==> config.mk <==
export PLATFORM = sky130hd
export DESIGN_NAME = date_string_validator
export DESIGN_NICKNAME = d
export VERILOG_FILES = /design/src/rtl/core/dsv_pkg.sv /design/src/rtl/core/dsv_step.sv /design/src/rtl/core/date_string_validator.sv
export SDC_FILE = /design/constraint.sdc
export NUM_CORES = 1
export LEC_CHECK = 0
export ABC_AREA = 1
export BUFFER_PORTS_ARGS = -buffer_cell sky130_fd_sc_hd__buf_2
export CORE_ASPECT_RATIO = 0.9
export CORE_MARGIN = 2
export CORE_UTILIZATION = 63
export CTS_CLUSTER_DIAMETER = 150
export DETAILED_ROUTE_END_ITERATION = 10
export PLACE_DENSITY = 0.83
export SYNTH_ARGS = -nofsm -noshare
export SYNTH_HDL_FRONTEND = slang
export SYNTH_SLANG_ARGS = --single-unit
export TNS_END_PERCENT = 100
==> constraint.sdc <==
create_clock -name clock -period 18.7 [get_ports clock]
set_clock_uncertainty 0.2 [all_clocks]
set_input_delay 2.805 -clock clock [delete_from_list [all_inputs] [get_ports clock]]
set_output_delay 2.805 -clock clock [all_outputs]
set_load 0.01 [all_outputs]
==> src/rtl/core/dsv_pkg.sv <==
// ----------------------------------------------------------------------------
// dsv_pkg
// Types and constants shared by the date string validator modules.
// ----------------------------------------------------------------------------
package dsv_pkg;

   localparam int unsigned DM_W   = 7;
   localparam int unsigned YEAR_W = 14;

   // Character codes
   localparam logic [7:0] CH_SLASH = 8'd47;
   localparam logic [7:0] CH_ZERO  = 8'd48;
   localparam logic [7:0] CH_NINE  = 8'd57;

   // Field positions within the string
   localparam logic [1:0] FIELD_DAY   = 2'd0;
   localparam logic [1:0] FIELD_MONTH = 2'd1;
   localparam logic [1:0] FIELD_YEAR  = 2'd2;

   // Register indexes on the csr port
   localparam logic [1:0] CSR_MIN_YEAR = 2'd0;
   localparam logic [1:0] CSR_MAX_YEAR = 2'd1;

   localparam logic [YEAR_W-1:0] MIN_YEAR_RST = 14'd1869;
   localparam logic [YEAR_W-1:0] MAX_YEAR_RST = 14'd2021;

   typedef struct packed {
      logic [7:0] ch;
      logic       last;
   } req_type;

   typedef struct packed {
      logic              valid_res;
      logic [DM_W-1:0]   day;
      logic [DM_W-1:0]   month;
      logic [YEAR_W-1:0] year;
   } rsp_type;

   // Parse state; y100 and cent track the year mod 100 and (year / 100) mod 4
   typedef struct packed {
      logic [1:0]        field_index;
      logic [2:0]        field_length;
      logic [DM_W-1:0]   day_value;
      logic [DM_W-1:0]   month_value;
      logic [YEAR_W-1:0] year_value;
      logic [6:0]        y100;
      logic [1:0]        cent;
      logic              bad_seen;
   } parse_type;

endpackage

==> src/rtl/core/dsv_step.sv <==
// ----------------------------------------------------------------------------
// dsv_step
// Next parse state and final verdict for one character of the date string.
// ----------------------------------------------------------------------------
module dsv_step import dsv_pkg::*; (
   input  parse_type         cur,
   input  req_type           beat,
   input  logic [YEAR_W-1:0] min_year,
   input  logic [YEAR_W-1:0] max_year,
   output parse_type         nxt,
   output rsp_type           res
);

   logic              is_slash;
   logic              is_digit;
   logic [3:0]        digit;
   logic              in_year;
   logic              full;
   logic [7:0]        dm_acc;
   logic [DM_W-1:0]   dm_src;
   logic [16:0]       year_acc;
   logic [9:0]        t100;
   logic [15:0]       t_scaled;
   logic [3:0]        carry;
   logic [9:0]        carry_x100;
   logic              leap;
   logic [4:0]        lim;
   logic              year_ok;
   logic              len_ok;
   logic              month_ok;
   logic              day_ok;

   assign is_slash = (beat.ch == CH_SLASH);
   assign is_digit = (beat.ch >= CH_ZERO) && (beat.ch <= CH_NINE);
   assign digit    = 4'(beat.ch - CH_ZERO);
   assign in_year  = (cur.field_index >= FIELD_YEAR);
   assign full     = in_year ? (cur.field_length >= 3'd4) : (cur.field_length >= 3'd2);

   assign dm_src   = (cur.field_index == FIELD_DAY) ? cur.day_value : cur.month_value;
   assign dm_acc   = {dm_src, 1'b0} * 8'd5 + {4'd0, digit};
   assign year_acc = {3'd0, cur.year_value} * 17'd10 + {13'd0, digit};

   // Year mod 100 step: t / 100 by reciprocal, exact for t below 1000
   assign t100       = {3'd0, cur.y100} * 10'd10 + {6'd0, digit};
   assign t_scaled   = {6'd0, t100} * 16'd41;
   assign carry      = t_scaled[15:12];
   assign carry_x100 = {6'd0, carry} * 10'd100;

   always_comb begin
      nxt = cur;
      if (is_slash) begin
         if (in_year) begin
            nxt.bad_seen = 1'b1;
         end else begin
            nxt.field_index  = cur.field_index + 2'd1;
            nxt.field_length = 3'd0;
         end
      end else if (is_digit) begin
         if (full) begin
            nxt.bad_seen = 1'b1;
         end else begin
            case (cur.field_index)
               FIELD_DAY: begin
                  nxt.day_value = dm_acc[DM_W-1:0];
               end
               FIELD_MONTH: begin
                  nxt.month_value = dm_acc[DM_W-1:0];
               end
               default: begin
                  nxt.year_value = year_acc[YEAR_W-1:0];
                  nxt.y100       = 7'(t100 - carry_x100);
                  nxt.cent       = {cur.cent[0], 1'b0} + carry[1:0];
               end
            endcase
         end
         if (cur.field_length != 3'd7) begin
            nxt.field_length = cur.field_length + 3'd1;
         end
      end else begin
         nxt.bad_seen = 1'b1;
      end
   end

   // Divisible by 4, and not a century unless the century count is a multiple of 4
   assign leap = (nxt.y100[1:0] == 2'd0) && ((nxt.y100 != 7'd0) || (nxt.cent == 2'd0));

   always_comb begin
      case (nxt.month_value)
         7'd2:                         lim = leap ? 5'd29 : 5'd28;
         7'd4, 7'd6, 7'd9, 7'd11:      lim = 5'd30;
         7'd1, 7'd3, 7'd5, 7'd7,
         7'd8, 7'd10, 7'd12:           lim = 5'd31;
         default:                      lim = 5'd0;
      endcase
   end

   assign year_ok  = (nxt.year_value <= 14'd99) ||
                     ((nxt.year_value >= min_year) && (nxt.year_value <= max_year));
   assign len_ok   = (nxt.field_length >= 3'd2) && (nxt.field_length <= 3'd4);
   assign month_ok = (nxt.month_value >= 7'd1) && (nxt.month_value <= 7'd12);
   assign day_ok   = (nxt.day_value >= 7'd1) && (nxt.day_value <= {2'd0, lim});

   always_comb begin
      res.valid_res = !nxt.bad_seen && (nxt.field_index == FIELD_YEAR) && len_ok &&
                      year_ok && month_ok && day_ok;
      res.day       = nxt.day_value;
      res.month     = nxt.month_value;
      res.year      = nxt.year_value;
   end

endmodule

==> src/rtl/core/date_string_validator.sv <==
// ----------------------------------------------------------------------------
// date_string_validator
// Checks a "dd/mm/yyyy" string fed one character per beat and reports the
// verdict and the parsed fields on the final character.
// ----------------------------------------------------------------------------
//  channel  direction  payload    handshake
//  req_     in         req_type   req_valid / req_stall, one character a beat
//  rsp_     out        rsp_type   rsp_valid / rsp_stall, one beat per string
//  csr_     in         14 bits    csr_we, csr_index, no read-back
//
//  One character a cycle sustained, except while a final character waits behind
//  a stalled result. A character is registered in the input stage when it is
//  accepted and parsed from there, and the result of a final character is
//  registered in the output stage. Reset clears the parse state and loads the
//  year limits 1869 and 2021. While a result is stalled, the next final
//  character waits in the input stage and holds req_stall high; other characters keep flowing.
// ----------------------------------------------------------------------------
module date_string_validator import dsv_pkg::*; (
   input  logic              clock,
   input  logic              reset,
   input  logic              req_valid,
   output logic              req_stall,
   input  req_type           req_data,
   output logic              rsp_valid,
   input  logic              rsp_stall,
   output rsp_type           rsp_data,
   input  logic              csr_we,
   input  logic [1:0]        csr_index,
   input  logic [YEAR_W-1:0] csr_wdata
);

   logic              s1_valid_ff, s1_valid_in;
   req_type           s1_beat_ff;
   parse_type         state_ff, state_in;
   logic              rsp_valid_ff, rsp_valid_in;
   rsp_type           rsp_data_ff;
   logic [YEAR_W-1:0] min_year_ff;
   logic [YEAR_W-1:0] max_year_ff;

   parse_type         step_nxt;
   rsp_type           step_res;
   logic              out_free;
   logic              s1_go;
   logic              req_take;

   dsv_step u_step (
      .cur      (state_ff),
      .beat     (s1_beat_ff),
      .min_year (min_year_ff),
      .max_year (max_year_ff),
      .nxt      (step_nxt),
      .res      (step_res)
   );

   assign out_free  = !rsp_valid_ff || !rsp_stall;
   assign s1_go     = s1_valid_ff && (!s1_beat_ff.last || out_free);
   assign req_stall = s1_valid_ff && !s1_go;
   assign req_take  = req_valid && !req_stall;

   always_comb begin
      s1_valid_in = s1_valid_ff;
      if (req_take) begin
         s1_valid_in = 1'b1;
      end else if (s1_go) begin
         s1_valid_in = 1'b0;
      end

      state_in = state_ff;
      if (s1_go) begin
         // drop the parse state after the final character
         state_in = s1_beat_ff.last ? '0 : step_nxt;
      end

      rsp_valid_in = rsp_valid_ff;
      if (s1_go && s1_beat_ff.last) begin
         rsp_valid_in = 1'b1;
      end else if (!rsp_stall) begin
         rsp_valid_in = 1'b0;
      end
   end

   always_ff @(posedge clock) begin
      if (reset) begin
         s1_valid_ff  <= 1'b0;
         state_ff     <= '0;
         rsp_valid_ff <= 1'b0;
         min_year_ff  <= MIN_YEAR_RST;
         max_year_ff  <= MAX_YEAR_RST;
      end else begin
         s1_valid_ff  <= s1_valid_in;
         state_ff     <= state_in;
         rsp_valid_ff <= rsp_valid_in;
         if (csr_we && (csr_index == CSR_MIN_YEAR)) begin
            min_year_ff <= csr_wdata;
         end
         if (csr_we && (csr_index == CSR_MAX_YEAR)) begin
            max_year_ff <= csr_wdata;
         end
      end
   end

   always_ff @(posedge clock) begin
      if (req_take) begin
         s1_beat_ff <= req_data;
      end
      if (s1_go && s1_beat_ff.last) begin
         rsp_data_ff <= step_res;
      end
   end

   assign rsp_valid = rsp_valid_ff;
   assign rsp_data  = rsp_data_ff;

endmodule

==> impl_metrics.ini <==
[status]
status = finished clean

[drt]
drtIter0Drc = 547
drt-pass1-iter-count = 5
drt.antenna.violating_nets = 0
wire_per_inst_um = 14.7
drc = 0
routed-via-count = 6994
via_per_inst = 5.54
drt_wl_total_um = 18600

[worst_setup_path]
startpoint_type = register
crit_fanout = 5
reg2reg_slack_ns = 11.34
worstPathArrival_ns = 7.38
critPathTopFamily = adder cells
cp_common_cell = ha_1
critPathKind = register to register
r2r_cells = 39
worst_r2r_endpoint = rsp_data[28]
worstReg2RegStart = state_ff[6]
crit_slowest_cell = xor2_1
path_buf_inv = 4
required_ns = 18.72
cp_slowest_stage_delay_ns = 0.43
end_kind = register

[pwr]
switchingPower_uw = 118
pwr-share-clk = 0.389
peakVddDrop_uv = 63.9
p_leak_uw = 0.00443
p_int_uw = 363
p_per_area_nw_per_um2 = 54.8
totalPowerFinal_uw = 481
swShare = 0.246
seqPwrFrac = 0.535
combinationalPowerShare = 0.076

[clocking]
numCtsBuffers = 9
cts_resized = 0
clk_pin_slew_ns = 0.08
clock_path_buffers = 2
cts_root_buffer = clkbuf_16
postCtsHoldBufs = 0
cts-htree-levels = 3
worstSkewPairLatency_ns = 0.37
post_cts_buffers = 0
clock-sinks = 111
cts_tree = yes

[synthesis]
synthesis.area_um2 = 8050
synthDistinctLibCells = 44
synthCells = 1040
yosysSeqAreaShare = 0.323
syn_area_per_cell_um2 = 7.74
synth_top_cell_by_area = ha_1
syn_nets = 1195
synth.top_cell.area_share = 0.182
synth_seq_cells = 111
synth_area_leaders = ha_1, dfxtp_1, edfxtp_1
synth_warnings = 0

[sta]
finalHoldViolCount = 0
post-route-min-period_ns = 7.36
fin_crit_sh = 0.394
grt_setup_unrepaired = no
setup_viol = 0
drv_slew = 0
setup_tns_ns = 0
setup_ws_ns = 11.34
tightest_slew_ns = 0.923
slew_headroom = 0.383
fin_worst_hold_slack_ns = 0.268
fmax_ghz = 0.136

[global_route]
track_usage = 0.288
antenna_found_initial = 0
grt_pass1_wl_um = 31300
grt-ovfl-total = 0
grt_start_max_net_pins = 45
grt_pass1_vias = 6682

[floorplanning]
chipWidth_um = 123
start_util = 0.640
io_pins = 61
coreArea_um2 = 12600
num_rows = 39
die_h_um = 111
die_area_um2 = 13700

[min_path]
hold_start = min_year_ff[5]
hold_class = register to register
hold_end = min_year_ff[5]
hold_depth = 2

[layout]
final_cells = 1262
antenna_cells = 0
nets = 1248
syn_to_final_growth_pct = 9.08
drive_gt1_frac = 0.114

[placed_design]
place.gp.congestion = 0.936
dp_slack_ns = 11.41
dp_hpwl_um = 14100
place_inst = 1246
io_buffers = 60

[run]
cap_violations = 0
-- worst min-delay path: cells and delay by family (launching register included) --
family                 cells  cell delay [ns]
flip-flops                 1             0.30
buffers and inverters      1             0.06
AO/OA/AOI/OAI              1             0.06
-- per-layer routing --
metal  wire, um  global-route usage  up-vias
li1           -                   -     3543
met1       8200               0.385     3200
met2       8840               0.464      217
met3       1120              0.0545       34
met4        414               0.101        0
met5          0                   0        -
-- flip-flops by register name, indices dropped and copies added (netlist names) --
signal / cells
max_year_ff: 14
min_year_ff: 14
rsp_data: 29
rsp_valid: 1
s1_beat_ff: 9
s1_valid_ff: 1
state_ff: 43
-- cells in the final DEF, fill, tap and decap left out, types with 3 or more instances in the layout --
cell | Yosys | layout
nand2_1 | 263 | 263
inv_1 | 135 | 135
ha_1 | 117 | 117
a21oi_1 | 84 | 84
dfxtp_1 | 73 | 73
buf_2 | 1 | 60
nand3_1 | 51 | 51
nor2_1 | 50 | 48
o21ai_0 | 44 | 44
edfxtp_1 | 38 | 38
xor2_1 | 26 | 26
o211ai_1 | 17 | 17
o21ai_1 | 10 | 10
nand2_2 | 10 | 10
xnor2_1 | 10 | 10
clkbuf_16 | 0 | 9
nand4_1 | 8 | 8
fa_1 | 8 | 8
nor2_2 | 5 | 7
or2_2 | 7 | 7
nor3_1 | 7 | 7
inv_2 | 6 | 6
o21a_1 | 6 | 6
buf_4 | 2 | 6
o21bai_1 | 5 | 5
nand3b_1 | 5 | 5
a2bb2oi_1 | 4 | 4
a21o_1 | 3 | 3
a31oi_1 | 3 | 3
xnor2_2 | 3 | 3
o22ai_1 | 3 | 3
-- stage by stage --
| stage | area, um^2 | util |
|---|---|---|
| after floorplan | 8050 | - |
| after global placement | 8500 | 0.675 |
| after detailed placement | 8500 | 0.675 |
| after CTS | 8780 | 0.698 |
| after global routing | 8780 | 0.698 |
| final | 8780 | 0.698 |
-- cells in the mapped netlist (all sizes together) --
cell,instances
nand2,274
inv,142
ha,117
a21oi,86
dfxtp,73
nor2,57
o21ai,55
nand3,53
edfxtp,38
xor2,26
clkbuf,19
o211ai,17
xnor2,13
fa,8
nand4,8
nor3,8
or2,7
nand3b,6
o21a,6
buf,5
o21bai,5
a2bb2oi,4
a21o,3
a31oi,3
o22ai,3
nor4,2
a22oi,1
o2111a,1
-- area by class of cell --
| class | count | area, um^2 |
|---|---|---|
| fill | 1002 | 3810 |
| sequential | 111 | 2600 |
| inverter | 142 | 536 |
| clock buffer | 11 | 243 |
| timing repair buffer | 66 | 345 |
| multi-input combinational | 763 | 4810 |
| clock inverter | 5 | 38.8 |
| tap | 164 | 205 |
-- worst max-delay path by stage --
stage / from / to / cells past startpoint
3_5_place_dp: state_ff[6] / rsp_data[28] / 39
2_1_floorplan: state_ff[6] / rsp_data[28] / 40
3_3_place_gp: state_ff[6] / rsp_data[28] / 39
4_1_cts: state_ff[6] / rsp_data[28] / 39
5_1_grt: state_ff[6] / rsp_data[28] / 42
6_report: state_ff[6] / rsp_data[28] / 39
-- kinds of logic (layout without fill, tap and decap cells) --
family | count (synthesis) | after routing | synth area share
AOI/OAI and AO/OA | 184 | 184 | 0.129
xor gates and xnor gates | 39 | 39 | 0.0452
adders and majority gates | 125 | 125 | 0.202
buffers and inverters | 166 | 224 | 0.0797
DFF | 111 | 111 | 0.323
and+or+nand+nor | 415 | 415 | 0.221
-- power groups by stage --
stage               Sequential, uW  Clock, uW  Combinational (uW)
finish                         258        187                36.5
global route                   258        200                41.5
CTS                            258        189                36.4
detailed placement             263          0                35.9
global placement               263          0                34.7
floorplan                      263          0                23.2
(Power assumes the default switching activity.)
